===== config.mk =====
export PLATFORM = sky130hd
export DESIGN_NAME = hill_cipher_2x2_mod27_core_flat
export DESIGN_NICKNAME = d
export VERILOG_FILES = /design/src/sv/hc27_pkg.sv /design/src/sv/hc27_in_if.sv /design/src/sv/hc27_out_if.sv /design/src/sv/hill_cipher_2x2_mod27_core.sv /design/src/flat_wrapper.sv
export SDC_FILE = /design/constraint.sdc
export NUM_CORES = 2
export LEC_CHECK = 0
export BUFFER_PORTS_ARGS = -buffer_cell sky130_fd_sc_hd__buf_2
export CAP_MARGIN = 0
export CORE_ASPECT_RATIO = 1.2
export CORE_MARGIN = 3
export CORE_UTILIZATION = 40
export DETAILED_ROUTE_END_ITERATION = 12
export PLACE_DENSITY_LB_ADDON = 0.05
export SLEW_MARGIN = 20
export SYNTH_ARGS = -nofsm -noshare
export SYNTH_HDL_FRONTEND = slang
export SYNTH_SLANG_ARGS = --single-unit

===== constraint.sdc =====
create_clock -name clk -period 25.5 [get_ports clk]
set_input_delay 1.275 -clock clk [delete_from_list [all_inputs] [get_ports clk]]
set_output_delay 1.275 -clock clk [all_outputs]
set_load 0.01 [all_outputs]

===== src/sv/hc27_pkg.sv =====
// ----------------------------------------------------------------------------
// hc27_pkg: shared types, constants and functions for the mod-27 Hill cipher
// Letter decoding and encoding, the mod 27 reduction and the inverse table.
// ----------------------------------------------------------------------------
package hc27_pkg;

  localparam int unsigned ALPHA_SIZE   = 27;
  localparam logic [7:0]  NTILDE_CHAR  = 8'h3B;
  localparam logic [4:0]  NTILDE_INDEX = 5'd14;
  localparam int unsigned CFG_IDX_W    = 3;
  localparam int unsigned CFG_DATA_W   = 5;

  typedef logic [4:0] letter_t;

  typedef enum logic [CFG_IDX_W-1:0] {
    CFG_KEY_TL   = 3'd0,
    CFG_KEY_TR   = 3'd1,
    CFG_KEY_BL   = 3'd2,
    CFG_KEY_BR   = 3'd3,
    CFG_DECRYPT  = 3'd4
  } cfg_reg_t;

  typedef struct packed {
    logic    bad;
    letter_t idx;
  } letter_dec_t;

  // Reduce a value below 2048 modulo 27. The reciprocal 607/2^14 slightly
  // overestimates 1/27, but never enough to cross an integer in this range.
  function automatic letter_t mod27(input logic [10:0] x);
    logic [20:0] prod;
    logic [6:0]  quo;
    logic [10:0] rem;
    prod = {10'd0, x} * 21'd607;
    quo  = prod[20:14];
    rem  = x - ({4'd0, quo} * 11'd27);
    return rem[4:0];
  endfunction

  // A key register may hold up to 31; fold it into the alphabet.
  function automatic letter_t reduce_key(input letter_t k);
    return (k >= 5'd27) ? letter_t'(k - 5'd27) : k;
  endfunction

  function automatic letter_t neg27(input letter_t v);
    return (v == 5'd0) ? 5'd0 : letter_t'(5'd27 - v);
  endfunction

  function automatic letter_dec_t letter_index(input logic [7:0] ch);
    logic [7:0]  c;
    letter_dec_t res;
    c   = ch;
    res = '{bad: 1'b1, idx: 5'd0};
    if (c inside {[8'h61:8'h7A]}) begin
      c = c - 8'd32;
    end
    if (ch == NTILDE_CHAR) begin
      res = '{bad: 1'b0, idx: NTILDE_INDEX};
    end else if (c inside {[8'h41:8'h4E]}) begin
      res = '{bad: 1'b0, idx: letter_t'(c - 8'h41)};
    end else if (c inside {[8'h4F:8'h5A]}) begin
      res = '{bad: 1'b0, idx: letter_t'(c - 8'h40)};
    end
    return res;
  endfunction

  function automatic logic [7:0] letter_code(input letter_t idx);
    logic [7:0] code;
    case (idx)
      5'd0:    code = 8'h41;
      5'd1:    code = 8'h42;
      5'd2:    code = 8'h43;
      5'd3:    code = 8'h44;
      5'd4:    code = 8'h45;
      5'd5:    code = 8'h46;
      5'd6:    code = 8'h47;
      5'd7:    code = 8'h48;
      5'd8:    code = 8'h49;
      5'd9:    code = 8'h4A;
      5'd10:   code = 8'h4B;
      5'd11:   code = 8'h4C;
      5'd12:   code = 8'h4D;
      5'd13:   code = 8'h4E;
      5'd14:   code = NTILDE_CHAR;
      5'd15:   code = 8'h4F;
      5'd16:   code = 8'h50;
      5'd17:   code = 8'h51;
      5'd18:   code = 8'h52;
      5'd19:   code = 8'h53;
      5'd20:   code = 8'h54;
      5'd21:   code = 8'h55;
      5'd22:   code = 8'h56;
      5'd23:   code = 8'h57;
      5'd24:   code = 8'h58;
      5'd25:   code = 8'h59;
      5'd26:   code = 8'h5A;
      default: code = 8'h41;
    endcase
    return code;
  endfunction

  // Multiplicative inverse modulo 27; zero where none exists.
  function automatic letter_t inverse_mod27(input letter_t v);
    letter_t inv;
    case (v)
      5'd1:    inv = 5'd1;
      5'd2:    inv = 5'd14;
      5'd4:    inv = 5'd7;
      5'd5:    inv = 5'd11;
      5'd7:    inv = 5'd4;
      5'd8:    inv = 5'd17;
      5'd10:   inv = 5'd19;
      5'd11:   inv = 5'd5;
      5'd13:   inv = 5'd25;
      5'd14:   inv = 5'd2;
      5'd16:   inv = 5'd22;
      5'd17:   inv = 5'd8;
      5'd19:   inv = 5'd10;
      5'd20:   inv = 5'd23;
      5'd22:   inv = 5'd16;
      5'd23:   inv = 5'd20;
      5'd25:   inv = 5'd13;
      5'd26:   inv = 5'd26;
      default: inv = 5'd0;
    endcase
    return inv;
  endfunction

endpackage


===== src/sv/hc27_in_if.sv =====
// ----------------------------------------------------------------------------
// hc27_in_if: message byte channel
// Valid/ready handshake carrying one message byte per item.
// ----------------------------------------------------------------------------
interface hc27_in_if;
  logic       valid;
  logic       ready;
  logic [7:0] char_in;

  modport source (output valid, output char_in, input ready);
  modport sink   (input valid, input char_in, output ready);
endinterface


===== src/sv/hc27_out_if.sv =====
// ----------------------------------------------------------------------------
// hc27_out_if: result letter channel
// Valid/ready handshake carrying one result letter and its flags per item.
// ----------------------------------------------------------------------------
interface hc27_out_if;
  logic       valid;
  logic       ready;
  logic [7:0] char_out;
  logic       pair_last;
  logic       key_singular;
  logic       bad_char;

  modport source (output valid, output char_out, output pair_last,
                  output key_singular, output bad_char, input ready);
  modport sink   (input valid, input char_out, input pair_last,
                  input key_singular, input bad_char, output ready);
endinterface


===== src/sv/hill_cipher_2x2_mod27_core.sv =====
// ----------------------------------------------------------------------------
// hill_cipher_2x2_mod27_core: 2x2 Hill cipher over a 27-letter alphabet
// Pairs message bytes and multiplies each pair by the key or its inverse.
// ----------------------------------------------------------------------------
// The second byte of a pair is captured in the pair register, and the two
// result letters are then registered in the result buffer; the second
// letter is presented once the first has been taken.
// Throughput: one byte per cycle while the output is ready and input is not
// held, set by the two-letter result buffer, which drains one letter per
// cycle while the next pair's first byte comes in. A configuration write
// holds off input while the working matrix is rederived. Reset (synchronous,
// rst_n low) clears key, mode and pairing state.
module hill_cipher_2x2_mod27_core
  import hc27_pkg::*;
(
  input  logic                  clk,
  input  logic                  rst_n,
  input  logic                  cfg_we,
  input  logic [CFG_IDX_W-1:0]  cfg_index,
  input  logic [CFG_DATA_W-1:0] cfg_wdata,
  hc27_in_if.sink               in_chan,
  hc27_out_if.source            out_chan
);

  // Configuration registers
  letter_t key_tl_r, key_tr_r, key_bl_r, key_br_r;
  logic    decrypt_r;
  logic    cfg_hold_r;

  // Derived matrix
  letter_t a_red, b_red, c_red, d_red;
  letter_t det_r;
  letter_t inv;
  letter_t m00_nxt, m01_nxt, m10_nxt, m11_nxt;
  letter_t m00_r, m01_r, m10_r, m11_r;
  logic    singular_nxt, singular_r;

  // Pairing state
  letter_dec_t dec;
  letter_t     held_letter_r;
  logic        held_bad_r;
  logic        pending_r;
  logic        in_acc;

  // Pair register ahead of the multiply
  logic    s1_valid_r;
  letter_t s1_p0_r, s1_p1_r;
  logic    s1_bad_r;
  logic    s1_adv;

  // Result buffer
  letter_t     r0, r1;
  logic [7:0]  ch0_r, ch1_r;
  logic        res_singular_r, res_bad_r;
  logic [1:0]  out_cnt_r, out_cnt_nxt;
  logic        out_acc;

  always_ff @(posedge clk) begin
    if (!rst_n) begin
      key_tl_r   <= '0;
      key_tr_r   <= '0;
      key_bl_r   <= '0;
      key_br_r   <= '0;
      decrypt_r  <= 1'b0;
      cfg_hold_r <= 1'b0;
    end else begin
      cfg_hold_r <= cfg_we;
      if (cfg_we) begin
        case (cfg_reg_t'(cfg_index))
          CFG_KEY_TL:  key_tl_r  <= cfg_wdata;
          CFG_KEY_TR:  key_tr_r  <= cfg_wdata;
          CFG_KEY_BL:  key_bl_r  <= cfg_wdata;
          CFG_KEY_BR:  key_br_r  <= cfg_wdata;
          CFG_DECRYPT: decrypt_r <= cfg_wdata[0];
          default: ;
        endcase
      end
    end
  end

  assign a_red = reduce_key(key_tl_r);
  assign b_red = reduce_key(key_tr_r);
  assign c_red = reduce_key(key_bl_r);
  assign d_red = reduce_key(key_br_r);

  // The determinant is registered first; the matrix is registered from it in
  // the following cycle, which the input hold after a write covers.
  always_ff @(posedge clk) begin
    det_r <= mod27(11'(a_red) * 11'(d_red) + 11'd729 - 11'(b_red) * 11'(c_red));
  end

  assign inv = inverse_mod27(det_r);

  always_comb begin
    singular_nxt = 1'b0;
    m00_nxt      = a_red;
    m01_nxt      = b_red;
    m10_nxt      = c_red;
    m11_nxt      = d_red;
    if (decrypt_r) begin
      if (inv == 5'd0) begin
        singular_nxt = 1'b1;
        m00_nxt      = 5'd1;
        m01_nxt      = 5'd0;
        m10_nxt      = 5'd0;
        m11_nxt      = 5'd1;
      end else begin
        m00_nxt = mod27(11'(d_red) * 11'(inv));
        m01_nxt = mod27(11'(neg27(b_red)) * 11'(inv));
        m10_nxt = mod27(11'(neg27(c_red)) * 11'(inv));
        m11_nxt = mod27(11'(a_red) * 11'(inv));
      end
    end
  end

  always_ff @(posedge clk) begin
    m00_r      <= m00_nxt;
    m01_r      <= m01_nxt;
    m10_r      <= m10_nxt;
    m11_r      <= m11_nxt;
    singular_r <= singular_nxt;
  end

  // Unless held, a first byte is taken; a second needs a free pair register.
  assign in_chan.ready = !cfg_hold_r && (!pending_r || !s1_valid_r || s1_adv);
  assign in_acc        = in_chan.valid && in_chan.ready;
  assign dec           = letter_index(in_chan.char_in);

  always_ff @(posedge clk) begin
    if (!rst_n) begin
      pending_r     <= 1'b0;
      held_letter_r <= '0;
      held_bad_r    <= 1'b0;
    end else if (in_acc) begin
      pending_r <= !pending_r;
      if (!pending_r) begin
        held_letter_r <= dec.idx;
        held_bad_r    <= dec.bad;
      end
    end
  end

  always_ff @(posedge clk) begin
    if (!rst_n) begin
      s1_valid_r <= 1'b0;
    end else if (in_acc && pending_r) begin
      s1_valid_r <= 1'b1;
    end else if (s1_adv) begin
      s1_valid_r <= 1'b0;
    end
  end

  always_ff @(posedge clk) begin
    if (in_acc && pending_r) begin
      s1_p0_r  <= held_letter_r;
      s1_p1_r  <= dec.idx;
      s1_bad_r <= held_bad_r | dec.bad;
    end
  end

  assign out_acc = out_chan.valid && out_chan.ready;
  assign s1_adv  = s1_valid_r && ((out_cnt_r == 2'd0) || ((out_cnt_r == 2'd1) && out_acc));

  assign r0 = mod27(11'(m00_r) * 11'(s1_p0_r) + 11'(m01_r) * 11'(s1_p1_r));
  assign r1 = mod27(11'(m10_r) * 11'(s1_p0_r) + 11'(m11_r) * 11'(s1_p1_r));

  always_comb begin
    out_cnt_nxt = out_cnt_r;
    if (out_acc) begin
      out_cnt_nxt = out_cnt_r - 2'd1;
    end
    if (s1_adv) begin
      out_cnt_nxt = 2'd2;
    end
  end

  always_ff @(posedge clk) begin
    if (!rst_n) begin
      out_cnt_r <= 2'd0;
    end else begin
      out_cnt_r <= out_cnt_nxt;
    end
  end

  always_ff @(posedge clk) begin
    if (s1_adv) begin
      ch0_r          <= letter_code(r0);
      ch1_r          <= letter_code(r1);
      res_singular_r <= singular_r;
      res_bad_r      <= s1_bad_r;
    end
  end

  assign out_chan.valid        = (out_cnt_r != 2'd0);
  assign out_chan.char_out     = (out_cnt_r == 2'd2) ? ch0_r : ch1_r;
  assign out_chan.pair_last    = (out_cnt_r == 2'd1);
  assign out_chan.key_singular = res_singular_r;
  assign out_chan.bad_char     = res_bad_r;

endmodule

===== src/flat_wrapper.sv =====
// flat-port wrapper written by rule: the top's interface ports become plain ports
module hill_cipher_2x2_mod27_core_flat import hc27_pkg::*;
  (clk, rst_n, cfg_we, cfg_index, cfg_wdata, in_chan_valid, in_chan_char_in, in_chan_ready, out_chan_valid, out_chan_char_out, out_chan_pair_last, out_chan_key_singular, out_chan_bad_char, out_chan_ready);
  hc27_in_if in_chan_i ();
  hc27_out_if out_chan_i ();
  input  logic clk;
  input  logic rst_n;
  input  logic cfg_we;
  input  logic [CFG_IDX_W-1:0] cfg_index;
  input  logic [CFG_DATA_W-1:0] cfg_wdata;
  input wire logic [$bits(in_chan_i.valid)-1:0] in_chan_valid;
  input wire logic [$bits(in_chan_i.char_in)-1:0] in_chan_char_in;
  output wire logic [$bits(in_chan_i.ready)-1:0] in_chan_ready;
  output wire logic [$bits(out_chan_i.valid)-1:0] out_chan_valid;
  output wire logic [$bits(out_chan_i.char_out)-1:0] out_chan_char_out;
  output wire logic [$bits(out_chan_i.pair_last)-1:0] out_chan_pair_last;
  output wire logic [$bits(out_chan_i.key_singular)-1:0] out_chan_key_singular;
  output wire logic [$bits(out_chan_i.bad_char)-1:0] out_chan_bad_char;
  input wire logic [$bits(out_chan_i.ready)-1:0] out_chan_ready;
  assign in_chan_i.valid = in_chan_valid;
  assign in_chan_i.char_in = in_chan_char_in;
  assign in_chan_ready = in_chan_i.ready;
  assign out_chan_valid = out_chan_i.valid;
  assign out_chan_char_out = out_chan_i.char_out;
  assign out_chan_pair_last = out_chan_i.pair_last;
  assign out_chan_key_singular = out_chan_i.key_singular;
  assign out_chan_bad_char = out_chan_i.bad_char;
  assign out_chan_i.ready = out_chan_ready;
  hill_cipher_2x2_mod27_core u_core (.clk(clk), .rst_n(rst_n), .cfg_we(cfg_we), .cfg_index(cfg_index), .cfg_wdata(cfg_wdata), .in_chan(in_chan_i), .out_chan(out_chan_i));
endmodule

# After elaboration in Yosys (flattened, before gate mapping)
# Memory sizes are Yosys's and may differ from the RTL's. A register that Yosys moved wholly into a read port is not among the register bits.
# Index checks and enable logic that the tools add are counted.
word_totals:
  register_bits: 82
  romBits: 608
  input_bits: 21
  output_inout_bits: 13
  word_cells: 146
  n_memories: 3
memory_table:
  columns: ["name", "words", "width", "rd", "rd_ports_with_merged_regs", "write_ports", "line_no", "rtl"]
  rows:
  - ["(no name shown)", 32, 7, 1, 1, 0, "hc27_pkg.sv:69", "case (idx)"]
  - ["(no name shown)", 32, 7, 1, 1, 0, "hc27_pkg.sv:69", null]
  - ["(no name shown)", 32, 5, 1, 1, 0, "hc27_pkg.sv:105", "case (v)"]
classes:
  add_sub_neg: 21
  multipliers: 24
  order_cmp: 10
  n_eq_ne: 7
  n_mux: 24
  bitwise_logic: 3
  reduce_logical: 30
ops:
  columns: ["op", "n"]
  rows:
  - ["$mul 5x5->10", 10]
  - ["$mul 10x10->20 const B", 4]
  - ["$mux 5", 14]
  - ["$mul 11x10->21 const B", 3]
  - ["$sub 5x5->5", 7]
  - ["$ge 8x7->1 const B", 3]
  - ["$le 8x7->1 const B", 3]
  - ["$mul 6x5->5 const B", 4]
  - ["$add 10x10->11", 2]
  - ["$mul 7x5->5 const B", 3]
  - ["$ge 5x5->1 const B", 4]
  - ["$sub 5x5->5 const B", 4]
  - ["$mux 6", 3]
  - ["$mux 8", 2]
  - ["$logic_not 5->1", 3]
  - ["$reduce_and 2->1", 6]
  - ["$add 10x10->11 const B", 1]
  - ["$sub 11x10->11", 1]
  - ["$sub 5x1->5 const B", 2]
  - ["$sub 5x5->5 const A", 2]
  - ["$logic_and 1x1->1", 9]
  - ["$eq 8x6->1 const B", 1]
  - ["$sub 8x6->8 const B", 1]
  - ["$eq 3x2->1 const B", 2]
  - ["other kinds (15)", 25]

# Depth between registers and ports, before layout
depth:
  depth_word: 10
  mapped_depth: 52
  ltp_nobuf: 51

# Worst setup path after synthesis
# Ideal clock, no wire load.
synth_path:
  path_type: "reg-to-reg"
  start: "reg u_core.key_br_r[4]"
  end: "reg, netlist name u_core.inv[2]"
  setup_ps: 117
  arrival_time_ps: 11989
  required_ps: 25383
  setup_slack_ps: 13393
  stages_incl_launch_ff: 49
  cell_sequence: "dfxtp_1 -> clkbuf_1 -> nand2_1 -> nor2_1 -> mux2i_1 -> clkbuf_1 -> or2_2 -> fa_1 -> fa_1 -> inv_1 -> fa_1 -> fa_1 -> inv_1 -> fa_1 -> inv_1 -> ha_1 -> nand3_1 -> o211ai_1 -> [... 13 more ...] -> a21oi_2 -> nand2_1 -> a311oi_1 -> o21a_1 -> nor2_1 -> xnor2_1 -> fa_1 -> ha_1 -> ha_1 -> inv_1 -> ha_1 -> a21oi_1 -> xnor2_1 -> xnor2_1 -> xnor3_1 -> xnor2_4 -> mux2_1 -> a32o_1"
synth_between:
  elab_chain_cells: 8
synth_lines:
  columns: ["element", "line_no", "rtl"]
  rows:
  - ["start, declared", "hill_cipher_2x2_mod27_core.sv:26", "letter_t key_tl_r, key_tr_r, key_bl_r, key_br_r;"]
  - ["start signal, assigned", "hill_cipher_2x2_mod27_core.sv:73", "CFG_KEY_BR: key_br_r <= cfg_wdata;"]
  - ["$sub 5x5->5 / $ge 5x5->1 (equally long branches)", "hc27_pkg.sv:42", "return (k >= 5'd27) ? letter_t'(k - 5'd27) : k;"]
  - ["$mux 5 (*)", "hc27_pkg.sv:42", null]
  - ["$mul 5x5->10 (*)", "hill_cipher_2x2_mod27_core.sv:89", "det_r <= mod27(11'(a_red) * 11'(d_red) + 11'd729 - 11'(b_red) * 11'(c_red));"]
  - ["$add 10x10->11 (*)", "hill_cipher_2x2_mod27_core.sv:89", null]
  - ["$sub 11x10->11 (*)", "hill_cipher_2x2_mod27_core.sv:89", null]
  - ["$mul 11x10->21", "hc27_pkg.sv:34", "prod = {10'd0, x} * 21'd607;"]
  - ["$mul 7x5->5", "hc27_pkg.sv:36", "rem = x - ({4'd0, quo} * 11'd27);"]
  - ["$sub 5x5->5 (*)", "hc27_pkg.sv:36", null]
# Mark *: on every way between the ends. The rest lies on a longest branch, timed or not.
# A chain may end at the register's enable or synchronous reset.

# Worst setup path in the final report
layout_path:
  start: "reg u_core.key_br_r[0]"
  end: "reg, netlist name u_core.inv[2]"
layout_between:
  elab_chain_cells: 8
layout_lines:
  columns: ["element", "line_no"]
  rows:
  - ["$sub 5x5->5 / $ge 5x5->1 (equally long branches)", "hc27_pkg.sv:42"]
  - ["$mux 5 (*)", "hc27_pkg.sv:42"]
  - ["$mul 5x5->10 (*)", "hill_cipher_2x2_mod27_core.sv:89"]
  - ["$add 10x10->11 (*)", "hill_cipher_2x2_mod27_core.sv:89"]
  - ["$sub 11x10->11 (*)", "hill_cipher_2x2_mod27_core.sv:89"]
  - ["$mul 11x10->21", "hc27_pkg.sv:34"]
  - ["$mul 7x5->5", "hc27_pkg.sv:36"]
  - ["$sub 5x5->5 (*)", "hc27_pkg.sv:36"]
# Marks and branches as above.

==> results.txt <==
Run status: completed
Maxcap violations: 0
Relative slew slack: 29.13%
Critical R2R Launch: u_core.key_br_r[0]
Clock transition at the register clock pins on the worst setup and hold paths after CTS: 70 ps
Most used DFF post-synth: sky130_fd_sc_hd__dfxtp_1
Post-Synthesis Cell Area: 29060 µm²
Global routing met3 resource utilization: 1.363%
Final Cell Area: 30660 µm²
Area delta synth->final: 5.493%
Number of distinct library cells after synthesis: 91
Total of flip-flops plus latches after synthesis: 85
Fraction of the yosys area taken by sequential cells: 6.785%
Clock latency reported for the late side of the worst-skew pair: 370 ps
Most area-hungry cell type in the Yosys netlist: sky130_fd_sc_hd__ha_1
CTS tree: yes
FF/Latch Area: 1972 µm²
Critical path's slowest cell: sky130_fd_sc_hd__mux2i_1
Site Rows: 107
Largest net degree at the start of global routing: 33
Worst-margin pin slew: 1060 ps
Number of I/O port buffers: 32
Clock Tree Root: sky130_fd_sc_hd__clkbuf_16
Count of routing violations after the opening detailed-route iteration: 524
Post-synth ARST share: 0%
Endpoint arrival time on the critical path: 13610 ps
Synth Net Count: 4256
Number of hold-slack violations in the final timing report: 0
Power Total: 0.003184 W
Busiest layer in global routing: met2
Fraction of final layout cells with drive strength greater than 1: 3.462%
GR Util All Layers: 17.31%
Maximum clock frequency: 74.94 MHz
Stages on the worst setup path: 46
Path class of the lowest-slack min-delay path: reg -> reg
Drt via density: 4.934
Die Y-Extent: 301.3 µm
ANT nets after route: 0
First-pass iteration count of the detailed router: 5
Share of the synthesized area in the top cell type: 29.75%
Post-synth EDFFs: 27
DR vias: 20255
Most frequent standard cell in the layout excluding fill and tap cells: sky130_fd_sc_hd__inv_1
Total clock sinks: 85
Library cell appearing most often on the critical path: sky130_fd_sc_hd__fa_1
Remaining Overflow, GRT: 0
Syn_area_per_cell: 9.229 µm²
Met1 global-route usage: 21.71%
Footprint of the multi-input gates: 23990 µm²
CP Class: reg -> reg
Setup repair after global routing missed its margin: no
CP max stage delay: 750 ps
Antenna violations before repair: 6
Number of top-level pins: 34
Nature of the critical path startpoint: register
Crit path max-delay family: adder cells
Setup repair bufs after CTS: 0
Synthesized instance count: 3149
Worst EP required: 25760 ps
Dpl cells: 4087
Clock tree buffer depth: 2
Peak supply drop: 0.4604 mV
Hold_buf cts: 0
Number of setup violations in the final report: 0
Max Slew Vio Count: 0
Final Cycle Share: 52.33%
Buffer and inverter count on the worst path: 7
Starting density of the core: 40.65%
Reg2Reg Capture Point: u_core.inv[2]
Setup skew after layout: 8.430 ps
Area of the die: 75940 µm²
Routed wire length per instance: 15.18 µm
Post-DP HPWL: 54890 µm
Count of fill cells added during filler insertion: 7094
Biggest area contributors in the synthesized netlist: sky130_fd_sc_hd__ha_1, sky130_fd_sc_hd__fa_1, sky130_fd_sc_hd__inv_1, sky130_fd_sc_hd__dfxtp_1, sky130_fd_sc_hd__xnor2_1
Final weighted congestion in routability-driven placement: 0.8677
Setup crit start: u_core.key_br_r[0]
Pwr per Cell Area: 103.8 nW/µm²
Leakage dissipation: 17.11 nW
Global-route wire length before repair: 107600 µm
Slack of the critical path: 12160 ps
Number of levels in the clock H-tree: 3
Non-filler instance count after layout: 4105
PostCTS Resize Cnt: 0
Core area: 71490 µm²
# nets final: 4279
Clock period minus final worst setup slack: 13340 ps
Crit-path max FO: 11
Placed Instance Area: 30370 µm²
Reg-to-reg setup timing slack: 12160 ps
Total wire length after detailed routing: 62320 µm
Worst setup endpoint: u_core.inv[2]
Detailed-route DRC error count: 0
Width of the die: 252.1 µm
Nature of the critical path endpoint: register
Total clock buffers created by CTS: 9
Worst Setup Slack post-DPL: 12120 ps
Setup total negative slack: 0 ps
Via count of the first global-routing pass: 21672
Logic depth of the worst register-to-register path: 46
GRT met2 Usage: 33.11%
Total of warnings raised by yosys: 0
Most frequent cells in the layout: sky130_fd_sc_hd__inv_1, sky130_fd_sc_hd__ha_1, sky130_fd_sc_hd__fa_1
## layer usage
layer	vias to the layer above	part of all wire [%]
met5	-	0.034
met4	4	0.80
met3	34	1.9
met2	173	53
met1	9931	44
li1	10113	-
## power by group
| part | switching (W) | internal (W) | leakage (nW) | total [W] |
|---|---|---|---|---|
| Sequential | 0.0000200 | 0.000190 | 0.717 | 0.000210 |
| Clock | 0.0000599 | 0.0000717 | 0.139 | 0.000132 |
| Combinational | 0.00163 | 0.00121 | 16.3 | 0.00284 |
## registers in the layout, summed over array words and instances (netlist names), 2 cells and up
| register | count |
|---|---|
| u_core.ch0_r | 7 |
| u_core.ch1_r | 7 |
| u_core.held_letter_r | 5 |
| u_core.inv | 5 |
| u_core.key_bl_r | 5 |
| u_core.key_br_r | 5 |
| u_core.key_tl_r | 5 |
| u_core.key_tr_r | 5 |
| u_core.m00_r | 5 |
| u_core.m01_r | 5 |
| u_core.m10_r | 5 |
| u_core.m11_r | 5 |
| u_core.s1_p0_r | 5 |
| u_core.s1_p1_r | 5 |
| u_core.out_cnt_r | 2 |
## worst min-delay path by stage
stage,from,end,slack (ps),depth (start not counted)
3_5_place_dp,u_core.s1_bad_r,u_core.out_chan.bad_char,420,0
6_report,u_core.s1_bad_r,u_core.out_chan.bad_char,430,0
5_1_grt,u_core.s1_bad_r,u_core.out_chan.bad_char,440,0
2_1_floorplan,u_core.singular_r,u_core.out_chan.key_singular,390,0
4_1_cts,u_core.s1_bad_r,u_core.out_chan.bad_char,430,0
3_3_place_gp,u_core.held_letter_r[0],u_core.s1_p0_r[0],420,0
## Yosys cell counts (all sizes together) (8+ instances only)
cell type    n
mux2i       41
and2       124
mux2        12
nor3        33
o21ai       66
xor2        46
inv        784
xnor2      124
o22ai       20
fa         395
nor2b       55
nor4        14
and3        13
nand2      150
a31oi       19
nand3       19
edfxtp      27
or2          8
dfxtp       58
a21oi       96
a21boi      10
o21bai      17
o21a        17
ha         691
nor2       103
clkbuf      36
o211ai      10
nand2b      20
a21o        43
## kinds of logic after synthesis
logic type                 synth area share, %
AOI/OAI and AO/OA                        8.206
buffers and inverters                    10.69
xor gates and xnor gates                 5.369
other                                  0.01290
DFF                                      6.785
adders and majority gates                56.96
and+or+nand+nor                          10.10
muxes                                    1.890
## area by class of cell
cell class	instances	area share, %
Multi-Input combinational cell	2241	78.25
Tap cell	926	3.779
Clock inverter	4	0.09794
Timing Repair Buffer	51	0.9876
Antenna cell	2	0.01632
Clock buffer	12	0.8366
Inverter	784	9.598
Sequential cell	85	6.432
## worst reg2reg max path: cells and delay by family, from the launching register on
| family | cells | cell delay (ps) |
|---|---|---|
| adders and majority gates | 17 | 6980 |
| buffers and inverters | 7 | 500 |
| and+or+nand+nor | 8 | 1330 |
| DFF | 1 | 370 |
| xor gates and xnor gates | 6 | 1270 |
| AOI/OAI and AO/OA | 6 | 1680 |
| muxes | 2 | 1120 |
## metrics by stage
step / utilization (%) / hold WS (ps)
after floorplan: - / 385.5
after global placement: 42.48 / 416.0
after detailed placement: 42.48 / 415.6
after CTS: 42.88 / 431.6
after global routing: 42.88 / 438.9
final: 42.89 / 426.3
(Power assumes the default switching activity.)
